==> src/fba_pkg.sv <==
// Shared types, constants and float compare helpers for the bias and activation unit.
package fba_pkg;

   localparam int LANES_DEF = 4;
   localparam int FP_W = 32;
   localparam int CNT_W = 3;
   localparam int IDX_W = 3;
   localparam int ACT_W = 3;
   // Pipeline steps from an accepted beat to its result in the output register.
   localparam int LAT = 10;

   localparam logic [ACT_W-1:0] ACT_IDENTITY = 3'd0;
   localparam logic [ACT_W-1:0] ACT_RELU     = 3'd1;
   localparam logic [ACT_W-1:0] ACT_LEAKY    = 3'd2;
   localparam logic [ACT_W-1:0] ACT_CLIP     = 3'd3;
   localparam logic [ACT_W-1:0] ACT_HSIG     = 3'd4;

   localparam logic [IDX_W-1:0] REG_ACT      = 3'd0;
   localparam logic [IDX_W-1:0] REG_BIAS_EN  = 3'd1;
   localparam logic [IDX_W-1:0] REG_ALPHA    = 3'd2;
   localparam logic [IDX_W-1:0] REG_BETA     = 3'd3;
   localparam logic [IDX_W-1:0] REG_CLIP_MIN = 3'd4;
   localparam logic [IDX_W-1:0] REG_CLIP_MAX = 3'd5;

   localparam logic [FP_W-1:0] FP_ZERO = 32'h0000_0000;
   localparam logic [FP_W-1:0] FP_ONE  = 32'h3F80_0000;
   localparam logic [FP_W-1:0] FP_QNAN = 32'hFFC0_0000;
   localparam logic [FP_W-1:0] FP_QUIET = 32'h0040_0000;

   typedef struct packed {
      logic [ACT_W-1:0] act;
      logic             bias_en;
      logic [FP_W-1:0]  alpha;
      logic [FP_W-1:0]  beta;
      logic [FP_W-1:0]  lo;
      logic [FP_W-1:0]  hi;
   } cfg_type;

   function automatic logic is_nan(input logic [FP_W-1:0] a);
      return (a[30:23] == 8'hFF) && (a[22:0] != 23'd0);
   endfunction

   function automatic logic is_inf(input logic [FP_W-1:0] a);
      return (a[30:23] == 8'hFF) && (a[22:0] == 23'd0);
   endfunction

   function automatic logic is_zero(input logic [FP_W-1:0] a);
      return a[30:0] == 31'd0;
   endfunction

   // Ordered a > b; false when either side is NaN, and signed zeros compare equal.
   function automatic logic fp_gt(input logic [FP_W-1:0] a, input logic [FP_W-1:0] b);
      logic r;
      if (is_nan(a) || is_nan(b) || (is_zero(a) && is_zero(b))) begin
         r = 1'b0;
      end else if (a[31] != b[31]) begin
         r = !a[31];
      end else if (!a[31]) begin
         r = a[30:0] > b[30:0];
      end else begin
         r = a[30:0] < b[30:0];
      end
      return r;
   endfunction

   // True when a >= 0, negative zero included.
   function automatic logic fp_ge_zero(input logic [FP_W-1:0] a);
      return !is_nan(a) && (!a[31] || is_zero(a));
   endfunction

endpackage

==> src/fba_fadd.sv <==
// Three-stage IEEE single-precision adder, round to nearest even.
module fba_fadd (
   input  logic        clock,
   input  logic        en,
   input  logic [31:0] a,
   input  logic [31:0] b,
   output logic [31:0] y
);

   // Stage 1: specials, operand swap and alignment.
   logic [7:0]  ea, eb, e_big, e_small, diff;
   logic [23:0] sig_a, sig_b, sig_big, sig_small;
   logic [5:0]  dsat;
   logic [49:0] ext;
   logic        a_big, spec;
   logic [31:0] spec_val;

   logic        s1_sign_ff, s1_sub_ff, s1_spec_ff;
   logic [7:0]  s1_exp_ff;
   logic [26:0] s1_big_ff, s1_small_ff;
   logic [31:0] s1_spec_val_ff;

   always_comb begin
      ea = (a[30:23] == 8'd0) ? 8'd1 : a[30:23];
      eb = (b[30:23] == 8'd0) ? 8'd1 : b[30:23];
      sig_a = {a[30:23] != 8'd0, a[22:0]};
      sig_b = {b[30:23] != 8'd0, b[22:0]};
      a_big = a[30:0] >= b[30:0];
      e_big = a_big ? ea : eb;
      e_small = a_big ? eb : ea;
      sig_big = a_big ? sig_a : sig_b;
      sig_small = a_big ? sig_b : sig_a;
      diff = e_big - e_small;
      // Beyond 49 every bit of the smaller operand already lands in the sticky field.
      dsat = (diff > 8'd49) ? 6'd49 : diff[5:0];
      ext = {sig_small, 26'd0} >> dsat;

      spec = 1'b1;
      spec_val = fba_pkg::FP_QNAN;
      if (fba_pkg::is_nan(a)) begin
         spec_val = a | fba_pkg::FP_QUIET;
      end else if (fba_pkg::is_nan(b)) begin
         spec_val = b | fba_pkg::FP_QUIET;
      end else if (fba_pkg::is_inf(a) && fba_pkg::is_inf(b) && (a[31] != b[31])) begin
         spec_val = fba_pkg::FP_QNAN;
      end else if (fba_pkg::is_inf(a)) begin
         spec_val = a;
      end else if (fba_pkg::is_inf(b)) begin
         spec_val = b;
      end else begin
         spec = 1'b0;
      end
   end

   always_ff @(posedge clock) begin
      if (en) begin
         s1_sign_ff <= a_big ? a[31] : b[31];
         s1_sub_ff <= a[31] ^ b[31];
         s1_exp_ff <= e_big;
         s1_big_ff <= {sig_big, 3'd0};
         s1_small_ff <= {ext[49:24], |ext[23:0]};
         s1_spec_ff <= spec;
         s1_spec_val_ff <= spec_val;
      end
   end

   // Stage 2: add or subtract, then find the normalizing shift.
   logic [27:0] sum_in;
   logic [4:0]  lz, shl;
   logic [7:0]  em1;
   logic [27:0] s2_sum_ff;
   logic [4:0]  s2_shl_ff;
   logic [7:0]  s2_exp_ff;
   logic        s2_sign_ff, s2_spec_ff;
   logic [31:0] s2_spec_val_ff;

   always_comb begin
      sum_in = s1_sub_ff ? ({1'b0, s1_big_ff} - {1'b0, s1_small_ff})
                         : ({1'b0, s1_big_ff} + {1'b0, s1_small_ff});
      lz = 5'd27;
      for (int i = 0; i < 27; i++) begin
         if (sum_in[i]) begin
            lz = 5'(26 - i);
         end
      end
      // Stop the left shift where the exponent would fall below the subnormal range.
      em1 = s1_exp_ff - 8'd1;
      shl = ({3'd0, lz} < em1) ? lz : em1[4:0];
   end

   always_ff @(posedge clock) begin
      if (en) begin
         s2_sum_ff <= sum_in;
         s2_shl_ff <= shl;
         s2_exp_ff <= s1_exp_ff;
         // An exact cancellation gives positive zero.
         s2_sign_ff <= (sum_in == 28'd0 && s1_sub_ff) ? 1'b0 : s1_sign_ff;
         s2_spec_ff <= s1_spec_ff;
         s2_spec_val_ff <= s1_spec_val_ff;
      end
   end

   // Stage 3: normalize and round.
   logic [26:0] m;
   logic [7:0]  e, field;
   logic        up;
   logic [30:0] rounded;
   logic [31:0] y_in, y_ff;

   always_comb begin
      if (s2_sum_ff[27]) begin
         m = {s2_sum_ff[27:2], s2_sum_ff[1] | s2_sum_ff[0]};
         e = s2_exp_ff + 8'd1;
      end else begin
         m = s2_sum_ff[26:0] << s2_shl_ff;
         e = s2_exp_ff - {3'd0, s2_shl_ff};
      end
      field = m[26] ? e : 8'd0;
      up = m[2] & (m[1] | m[0] | m[3]);
      rounded = {field, m[25:3]} + {30'd0, up};
      if (s2_spec_ff) begin
         y_in = s2_spec_val_ff;
      end else if (e == 8'hFF) begin
         y_in = {s2_sign_ff, 8'hFF, 23'd0};
      end else begin
         y_in = {s2_sign_ff, rounded};
      end
   end

   always_ff @(posedge clock) begin
      if (en) begin
         y_ff <= y_in;
      end
   end

   assign y = y_ff;

endmodule

==> src/fba_fmul.sv <==
// Three-stage IEEE single-precision multiplier, round to nearest even.
module fba_fmul (
   input  logic        clock,
   input  logic        en,
   input  logic [31:0] a,
   input  logic [31:0] b,
   output logic [31:0] y
);

   // Stage 1: significand product and exponent of its top bit.
   logic [7:0]  ea, eb;
   logic        spec;
   logic [31:0] spec_val;
   logic        sign;

   logic [47:0]        s1_prod_ff;
   logic signed [10:0] s1_exp_ff;
   logic               s1_sign_ff, s1_spec_ff;
   logic [31:0]        s1_spec_val_ff;

   always_comb begin
      ea = (a[30:23] == 8'd0) ? 8'd1 : a[30:23];
      eb = (b[30:23] == 8'd0) ? 8'd1 : b[30:23];
      sign = a[31] ^ b[31];
      spec = 1'b1;
      spec_val = fba_pkg::FP_QNAN;
      if (fba_pkg::is_nan(a)) begin
         spec_val = a | fba_pkg::FP_QUIET;
      end else if (fba_pkg::is_nan(b)) begin
         spec_val = b | fba_pkg::FP_QUIET;
      end else if ((fba_pkg::is_inf(a) && fba_pkg::is_zero(b))
                   || (fba_pkg::is_inf(b) && fba_pkg::is_zero(a))) begin
         spec_val = fba_pkg::FP_QNAN;
      end else if (fba_pkg::is_inf(a) || fba_pkg::is_inf(b)) begin
         spec_val = {sign, 8'hFF, 23'd0};
      end else if (fba_pkg::is_zero(a) || fba_pkg::is_zero(b)) begin
         spec_val = {sign, 31'd0};
      end else begin
         spec = 1'b0;
      end
   end

   always_ff @(posedge clock) begin
      if (en) begin
         s1_prod_ff <= {a[30:23] != 8'd0, a[22:0]} * {b[30:23] != 8'd0, b[22:0]};
         s1_exp_ff <= $signed({3'd0, ea}) + $signed({3'd0, eb}) - 11'sd126;
         s1_sign_ff <= sign;
         s1_spec_ff <= spec;
         s1_spec_val_ff <= spec_val;
      end
   end

   // Stage 2: leading zero count of the product.
   logic [5:0]         lz;
   logic [47:0]        s2_prod_ff;
   logic [5:0]         s2_lz_ff;
   logic signed [10:0] s2_exp_ff;
   logic               s2_sign_ff, s2_spec_ff;
   logic [31:0]        s2_spec_val_ff;

   always_comb begin
      lz = 6'd48;
      for (int i = 0; i < 48; i++) begin
         if (s1_prod_ff[i]) begin
            lz = 6'(47 - i);
         end
      end
   end

   always_ff @(posedge clock) begin
      if (en) begin
         s2_prod_ff <= s1_prod_ff;
         s2_lz_ff <= lz;
         s2_exp_ff <= s1_exp_ff;
         s2_sign_ff <= s1_sign_ff;
         s2_spec_ff <= s1_spec_ff;
         s2_spec_val_ff <= s1_spec_val_ff;
      end
   end

   // Stage 3: normalize, or denormalize into the subnormal range, and round.
   logic signed [10:0] el, rr;
   logic [5:0]         rsh;
   logic [95:0]        ext;
   logic [47:0]        m;
   logic               sticky, up;
   logic signed [10:0] e;
   logic [7:0]         field;
   logic [30:0]        rounded;
   logic [31:0]        y_in, y_ff;

   always_comb begin
      el = s2_exp_ff - $signed({5'd0, s2_lz_ff});
      rr = 11'sd1 - s2_exp_ff;
      rsh = (rr > 11'sd48) ? 6'd48 : rr[5:0];
      ext = {s2_prod_ff, 48'd0} >> rsh;
      sticky = 1'b0;
      e = 11'sd1;
      if (el >= 11'sd1) begin
         m = s2_prod_ff << s2_lz_ff;
         e = el;
      end else if (s2_exp_ff >= 11'sd1) begin
         m = s2_prod_ff << 6'(s2_exp_ff - 11'sd1);
      end else begin
         m = ext[95:48];
         sticky = |ext[47:0];
      end
      field = m[47] ? e[7:0] : 8'd0;
      up = m[23] & ((|m[22:0]) | sticky | m[24]);
      rounded = {field, m[46:24]} + {30'd0, up};
      if (s2_spec_ff) begin
         y_in = s2_spec_val_ff;
      end else if (e >= 11'sd255) begin
         y_in = {s2_sign_ff, 8'hFF, 23'd0};
      end else begin
         y_in = {s2_sign_ff, rounded};
      end
   end

   always_ff @(posedge clock) begin
      if (en) begin
         y_ff <= y_in;
      end
   end

   assign y = y_ff;

endmodule

==> src/fba_lane.sv <==
// One lane: bias add, activation arithmetic and the final select.
module fba_lane (
   input  logic                     clock,
   input  logic                     en,
   input  logic                     active,
   input  logic [31:0]              value,
   input  logic [31:0]              bias,
   input  fba_pkg::cfg_type         cfg,
   output logic [31:0]              result
);

   localparam int PIPE = fba_pkg::LAT - 1;

   logic [31:0] orig_ff [PIPE];
   logic        act_ff [PIPE];
   logic [31:0] x_ff [6];
   logic [31:0] m_ff [3];
   logic [31:0] biased, x, prod, affine;

   fba_fadd u_bias_add (
      .clock (clock),
      .en    (en),
      .a     (value),
      .b     (bias),
      .y     (biased)
   );

   // The bias sum leaves the adder in step with orig_ff[2], the delayed copy of the unbiased value.
   assign x = cfg.bias_en ? biased : orig_ff[2];

   fba_fmul u_scale (
      .clock (clock),
      .en    (en),
      .a     (x),
      .b     (cfg.alpha),
      .y     (prod)
   );

   fba_fadd u_offset (
      .clock (clock),
      .en    (en),
      .a     (prod),
      .b     (cfg.beta),
      .y     (affine)
   );

   always_ff @(posedge clock) begin
      if (en) begin
         orig_ff[0] <= value;
         act_ff[0] <= active;
         for (int i = 1; i < PIPE; i++) begin
            orig_ff[i] <= orig_ff[i-1];
            act_ff[i] <= act_ff[i-1];
         end
         x_ff[0] <= x;
         for (int i = 1; i < 6; i++) begin
            x_ff[i] <= x_ff[i-1];
         end
         m_ff[0] <= prod;
         for (int i = 1; i < 3; i++) begin
            m_ff[i] <= m_ff[i-1];
         end
      end
   end

   logic [31:0] xs, t, act_val, result_in, result_ff;

   always_comb begin
      xs = x_ff[5];
      t = xs;
      case (cfg.act)
         fba_pkg::ACT_RELU: begin
            act_val = fba_pkg::fp_gt(fba_pkg::FP_ZERO, xs) ? fba_pkg::FP_ZERO : xs;
         end
         fba_pkg::ACT_LEAKY: begin
            act_val = fba_pkg::fp_ge_zero(xs) ? xs : m_ff[2];
         end
         fba_pkg::ACT_CLIP: begin
            t = fba_pkg::fp_gt(cfg.lo, xs) ? cfg.lo : xs;
            act_val = fba_pkg::fp_gt(t, cfg.hi) ? cfg.hi : t;
         end
         fba_pkg::ACT_HSIG: begin
            t = fba_pkg::fp_gt(affine, fba_pkg::FP_ONE) ? fba_pkg::FP_ONE : affine;
            act_val = fba_pkg::fp_gt(fba_pkg::FP_ZERO, t) ? fba_pkg::FP_ZERO : t;
         end
         default: begin
            act_val = xs;
         end
      endcase
      result_in = act_ff[PIPE-1] ? act_val : orig_ff[PIPE-1];
   end

   always_ff @(posedge clock) begin
      if (en) begin
         result_ff <= result_in;
      end
   end

   assign result = result_ff;

endmodule

==> config.mk <==
export PLATFORM = sky130hd
export DESIGN_NAME = fba_lane
export DESIGN_NICKNAME = d
export VERILOG_FILES = /design/src/fba_pkg.sv /design/src/fba_fadd.sv /design/src/fba_fmul.sv /design/src/fba_lane.sv
export SDC_FILE = /design/constraint.sdc
export NUM_CORES = 2
export LEC_CHECK = 0
export ABC_AREA = 1
export BUFFER_PORTS_ARGS = -buffer_cell sky130_fd_sc_hd__buf_4
export CAP_MARGIN = 20
export CELL_PAD_IN_SITES_DETAIL_PLACEMENT = 1
export CELL_PAD_IN_SITES_GLOBAL_PLACEMENT = 2
export CORE_ASPECT_RATIO = 1.25
export CORE_MARGIN = 2
export CORE_UTILIZATION = 37
export DETAILED_ROUTE_END_ITERATION = 12
export PLACE_DENSITY_LB_ADDON = 0.15
export SLEW_MARGIN = 20
export SYNTH_ARGS = -nofsm -noshare
export SYNTH_HDL_FRONTEND = slang
export SYNTH_SLANG_ARGS = --single-unit
export TNS_END_PERCENT = 10
==> constraint.sdc <==
create_clock -name clock -period 8 [get_ports clock]
set_clock_uncertainty 0.15 [all_clocks]
set_input_delay 0 -clock clock [delete_from_list [all_inputs] [get_ports clock]]
set_output_delay 0 -clock clock [all_outputs]
set_load 0.05 [all_outputs]
# Yosys cells after proc, flatten, opt, wreduce, memory -nomap -nowiden
# Memories as Yosys holds them, arrays and structs flattened.
# Cells that the tools add are included.
# totals
out_inout_bits	32
register_bits	658
mem_bits_rw	585
word_cells	420
inputBits	199
memories	4
# classes
bitwise_logic	14
n_mux	188
mul	1
add_sub_neg	20
n_eq_ne	22
n_shift	7
reduce_logical	98
order_cmp	17
# mem_list
name	words	width	read_ports	rd_ports_with_merged_regs	write_ports	line_no	source
orig_ff	9	32	9	0	9	fba_lane.sv:14	logic [31:0] orig_ff [PIPE];
x_ff	6	32	6	0	6	fba_lane.sv:16	logic [31:0] x_ff [6];
m_ff	3	32	3	0	3	fba_lane.sv:17	logic [31:0] m_ff [3];
act_ff	9	1	9	0	9	fba_lane.sv:15	logic act_ff [PIPE];
# op_table
op	n
32-bit two-way mux	26
5-bit two-way mux	66
23-bit nonzero test	12
31-bit zero test	7
23-bit zero test	6
32-bit case mux with 4 select lines	1
8-bit two-way mux	15
8-bit == test (second input constant)	14
50-bit by 6-bit right shift with 50-bit output	2
24-bit two-way mux	4
4-bit two-way mux	24
48-bit two-way mux	2
48-bit by 6-bit << shifter with 48-bit output	2
96-bit by 6-bit right shift with 96-bit output	1
31-bit by 1-bit adder with 31-bit output	3
31-bit two-way mux	3
31-bit >= comparator	2
1-bit by 31-bit > comparator with 1-bit output (first input constant)	2
31-bit > comparator	2
31-bit less-than comparator	2
27-bit by 27-bit adder with 28-bit output	2
28-bit zero test	2
28-bit two-way mux	2
27-bit by 27-bit subtractor with 28-bit output	2
44 further kinds	163

# Logic depth before layout (Yosys ltp)
# depth
ltp_word	47
mapped_depth	47
mapped_depth_nobuf	47

# By module
# Synthesis repeated with hierarchy kept, for this count alone.
# unflattened
cells_unflattened	11219
hier_area_um2	94431.8
# modules_own_cells
module	seq_area_each_um2	n_inst	area_each_um2	cells_each
fba_fmul	6726.5	1	36966.7	4913
fba_lane	18527.8	1	24451.0	1752
fba_fadd (u_offset)	6035.8	1	16837.4	2349
fba_fadd (u_bias_add)	6035.8	1	16176.8	2205

# Least setup slack after synthesis
# OpenSTA, ideal clock, no wires.
# synth_path
path_type	input to register
startpoint	input port cfg[128] in the netlist's numbering
endpoint	register u_scale.s1_prod_ff[44] (data pin)
t_required_ns	7.585
cell_stages	34
path_slack_ns	-0.051
arrival_time_ns	7.635
n_path_buf	4
setup_time_ns	0.265
path_cell_list	clkbuf_1 inv_1 clkbuf_1 or2_2 nand2_1 clkbuf_1 clkinv_1 clkbuf_1 nand2_1 fa_1 inv_1 fa_1 fa_1 inv_1 fa_1 fa_1 inv_1 fa_1 fa_1 ha_1 nand2_1 nor2_1 inv_1 o21bai_1 a31oi_1 o21ai_1 a21boi_0 o21ai_0 a21boi_1 o21ai_0 a21boi_1 o21ai_0 a41oi_1 xor2_1
# synth_via
elab_cells_between_ends	3
cone_classes	mul: 1; mux: 1; reduce/logical: 1
# synth_lines
element	line_no	source
from (decl)	fba_lane.sv:8	input fba_pkg::cfg_type cfg,
32-bit two-way mux	fba_lane.sv:29	assign x = cfg.bias_en ? biased : orig_ff[2];
via u_scale.a[12]	fba_fmul.sv:5	input logic [31:0] a,
24-bit by 24-bit multiplier with 48-bit output	fba_fmul.sv:45	s1_prod_ff <= {a[30:23] != 8'd0, a[22:0]} * {b[30:23] != 8'd0, b[22:0]};
to (signal assigned)	fba_fmul.sv:45	
to (decl)	fba_fmul.sv:16	logic [47:0] s1_prod_ff;
# The timed path passes the listed nets, and every way through them passes these cells.
# A chain may end at the register's enable or synchronous reset.

==> impl_metrics.ini <==
[run_status]
outcome = completed

[global_route]
grtUsageMet1 = 0.321
grt_max_degree = 190
overflow = 0
grt_first_pass_wirelength_um = 535000
antenna_found_initial = 20
track_usage = 0.292
met3_usage = 0.0287
grt_pass1_vias = 80700
met2_usage = 0.540
grt_most_used_layer = met2

[place]
dpl.cell_count = 13800
dp_hpwl_um = 304000
io_buffers = 230
place_congestion = 0.958

[sta]
min_period_over_period = 0.968
fmax_ghz = 0.129
slew_viol_final = 0
hold_viol_final = 0
fin_crit_ns = 7.74
whs_ns = 0.0553
worst_pin_slew_ns = 1.27
rsz0062_at_grt = yes
max-slew-margin-rel = 0.147
finalSetupViolations = 0

[layout]
layout_commonest_cell = nand2_1
layout_common_cells = nand2_1 (2341), inv_1 (1514), edfxtp_1 (1243)
instances_no_fill = 14300
nets = 12100
drive_above_1_share = 0.0980
fillCellCount = 28300
syn2layout_area_growth_pct = 16.4

[drt]
post-route-drc-count = 0
dr.pass1.iters = 6
vias = 75700
detail-route-antenna-nets = 0
wl_per_cell_um = 25.8
viasPerCell = 5.28
wirelength_um = 370000
drt_iter0_drc = 4690

[worst_setup_path]
ff2ff_setup_slack_ns = 0.26
path_common_cell = fa_1
regToRegStartpoint = orig_ff[0][71]
r2r_end = u_scale.s1_prod_ff[43]
crit_type = reg2reg
endpoint_kind = flip-flop
cp-start-kind = flip-flop
crit_path_max_incr_delay_ns = 0.53
critPathTopFamily = adder cells
cp_max_fo = 6
reg2reg_depth = 34
cp_data_required_time_ns = 8.38
path_buf_inv = 7
crit_slowest_cell = fa_1
arrival_ns = 8.12
crit_start = orig_ff[0][71]

[hold_path]
hold_depth = 4
whs_endpoint = u_bias_add.s1_spec_val_ff[0]
min_from = bias[0]
hold_class = in2reg

[cts]
cts_buffer_depth = 4
clkLatencyLatePin_ns = 0.82
cts_root_buf = clkbuf_16
clkTransAtPathRegs_ns = 0.08
clock-sinks = 1243
htreeDepth = 4
tritoncts = yes
numCtsBuffers = 144

[synthesis]
yosysSeqAreaShare = 0.410
synth.avg_cell_area_um2 = 8.79
synth_edf_count = 1243
ys_ff_latch = 1243
synth_top_flop_cell = edfxtp_1
yosysTopAreaCellShare = 0.410
synth-async-reset-ratio = 0
synth-warning-count = 0
synth_area_um2 = 90900
synth.distinct_cells = 80
synth_area_leader_cell = edfxtp_1
synth_area_leaders = edfxtp_1 (41%), fa_1 (11%), nand2_1 (9.7%), ha_1 (6.3%), inv_1 (6.3%)
syn_inst = 10300

[floorplanning]
die_y_um = 558
io_pins = 231
core_um2 = 245000
rows = 203
start_util = 0.372
dieArea_um2 = 250000
die_w_um = 447

[flow_run]
drv_cap = 0
how the worst max path moves through the flow:
| stage | to | slack (ns) | cells after the start |
|---|---|---|---|
| finish | u_scale.s1_prod_ff[43] | 0.26 | 34 |
| global route | u_scale.s1_prod_ff[44] | -0.02 | 32 |
| CTS | u_scale.s1_prod_ff[46] | -0.07 | 39 |
| detailed placement | u_scale.s1_prod_ff[46] | -0.48 | 39 |
| global placement | u_scale.s1_prod_ff[47] | -0.25 | 31 |
| floorplan | u_scale.s1_prod_ff[47] | -0.03 | 34 |
worst min-delay path, stage by stage:
cell           delay [ns]
dlygate4sd3_1        0.52
buf_4                0.14
inv_1                0.05
o22ai_1              0.14
registers in the layout, summed over array words and instances, names as in the netlist, 48 cells and up:
signal and flops:
orig_ff 288, u_scale.s1_prod_ff 48, m_ff 96, u_scale.s2_prod_ff 48, x_ff 192
synth_stat cells (27+ instances only):
master,number
a32o_1,28
nand2_1,2352
o21bai_1,28
xnor2_1,48
o21ai_0,966
a21oi_1,383
xor2_1,126
buf_2,27
o22ai_1,72
inv_1,1516
o211ai_1,57
nor3_1,108
mux2i_1,185
edfxtp_1,1243
ha_1,458
o31ai_1,27
o21ai_1,103
clkinv_1,32
nor4_1,75
buf_1,31
nand4_1,171
nand3_1,234
nor2_1,748
or2_2,87
clkbuf_1,377
fa_1,490
a31oi_1,64
timing repair:
| item | 4_1_cts | 5_1_grt |
|---|---|---|
| hold endpoints to repair | 449 | 0 |
| gates resized for setup | 15 | 57 |
| pin swaps | 2 | 20 |
| hold buffers | 241 | 0 |
| buffers inserted | 1 | 7 |
| endpoints found under the setup margin | 14 | 19 |
through the flow:
stage / util / setup TNS, ns / cell area (um2) / worst slack (ns)
floorplan: - / -0.0559 / 91000 / -0.0288
global placement: 0.402 / -1.72 / 98400 / -0.255
detailed placement: 0.403 / -3.18 / 98500 / -0.478
CTS: 0.431 / -0.0728 / 106000 / -0.0713
global route: 0.433 / -0.0790 / 106000 / -0.0222
finish: 0.433 / 0 / 106000 / 0.260
cells by family after synthesis:
logic type / synth area share
flops: 0.410
other cells: 0.0000412
buf+inv: 0.0845
xor+xnor: 0.0168
fa+ha+maj: 0.171
simple gates: 0.178
compound gates: 0.120
mux: 0.0204
area by class of cell:
cell class              instances  area [um2]  share of cell area
inverters                    1564        5880              0.0555
well taps                    3280        4100              0.0388
multi-input cells            7107       46300               0.437
clock buffers                 159        3660              0.0346
diodes                         10        25.0            0.000236
clock inverters                90         961             0.00908
flip-flops and latches       1243       37300               0.353
repair buffers                892        7600              0.0719
metal layers:
metal  part of all wire  up-vias  wire, um
met3              0.030      707     11200
met5            0.00013        -        48
li1                   -    35700         -
met1               0.38    37600    139000
met4              0.071        8     26200
met2               0.52     1658    193000
Power is not shown: default switching activity piles up to over one toggle a cycle in this logic, so the estimate is an artifact.
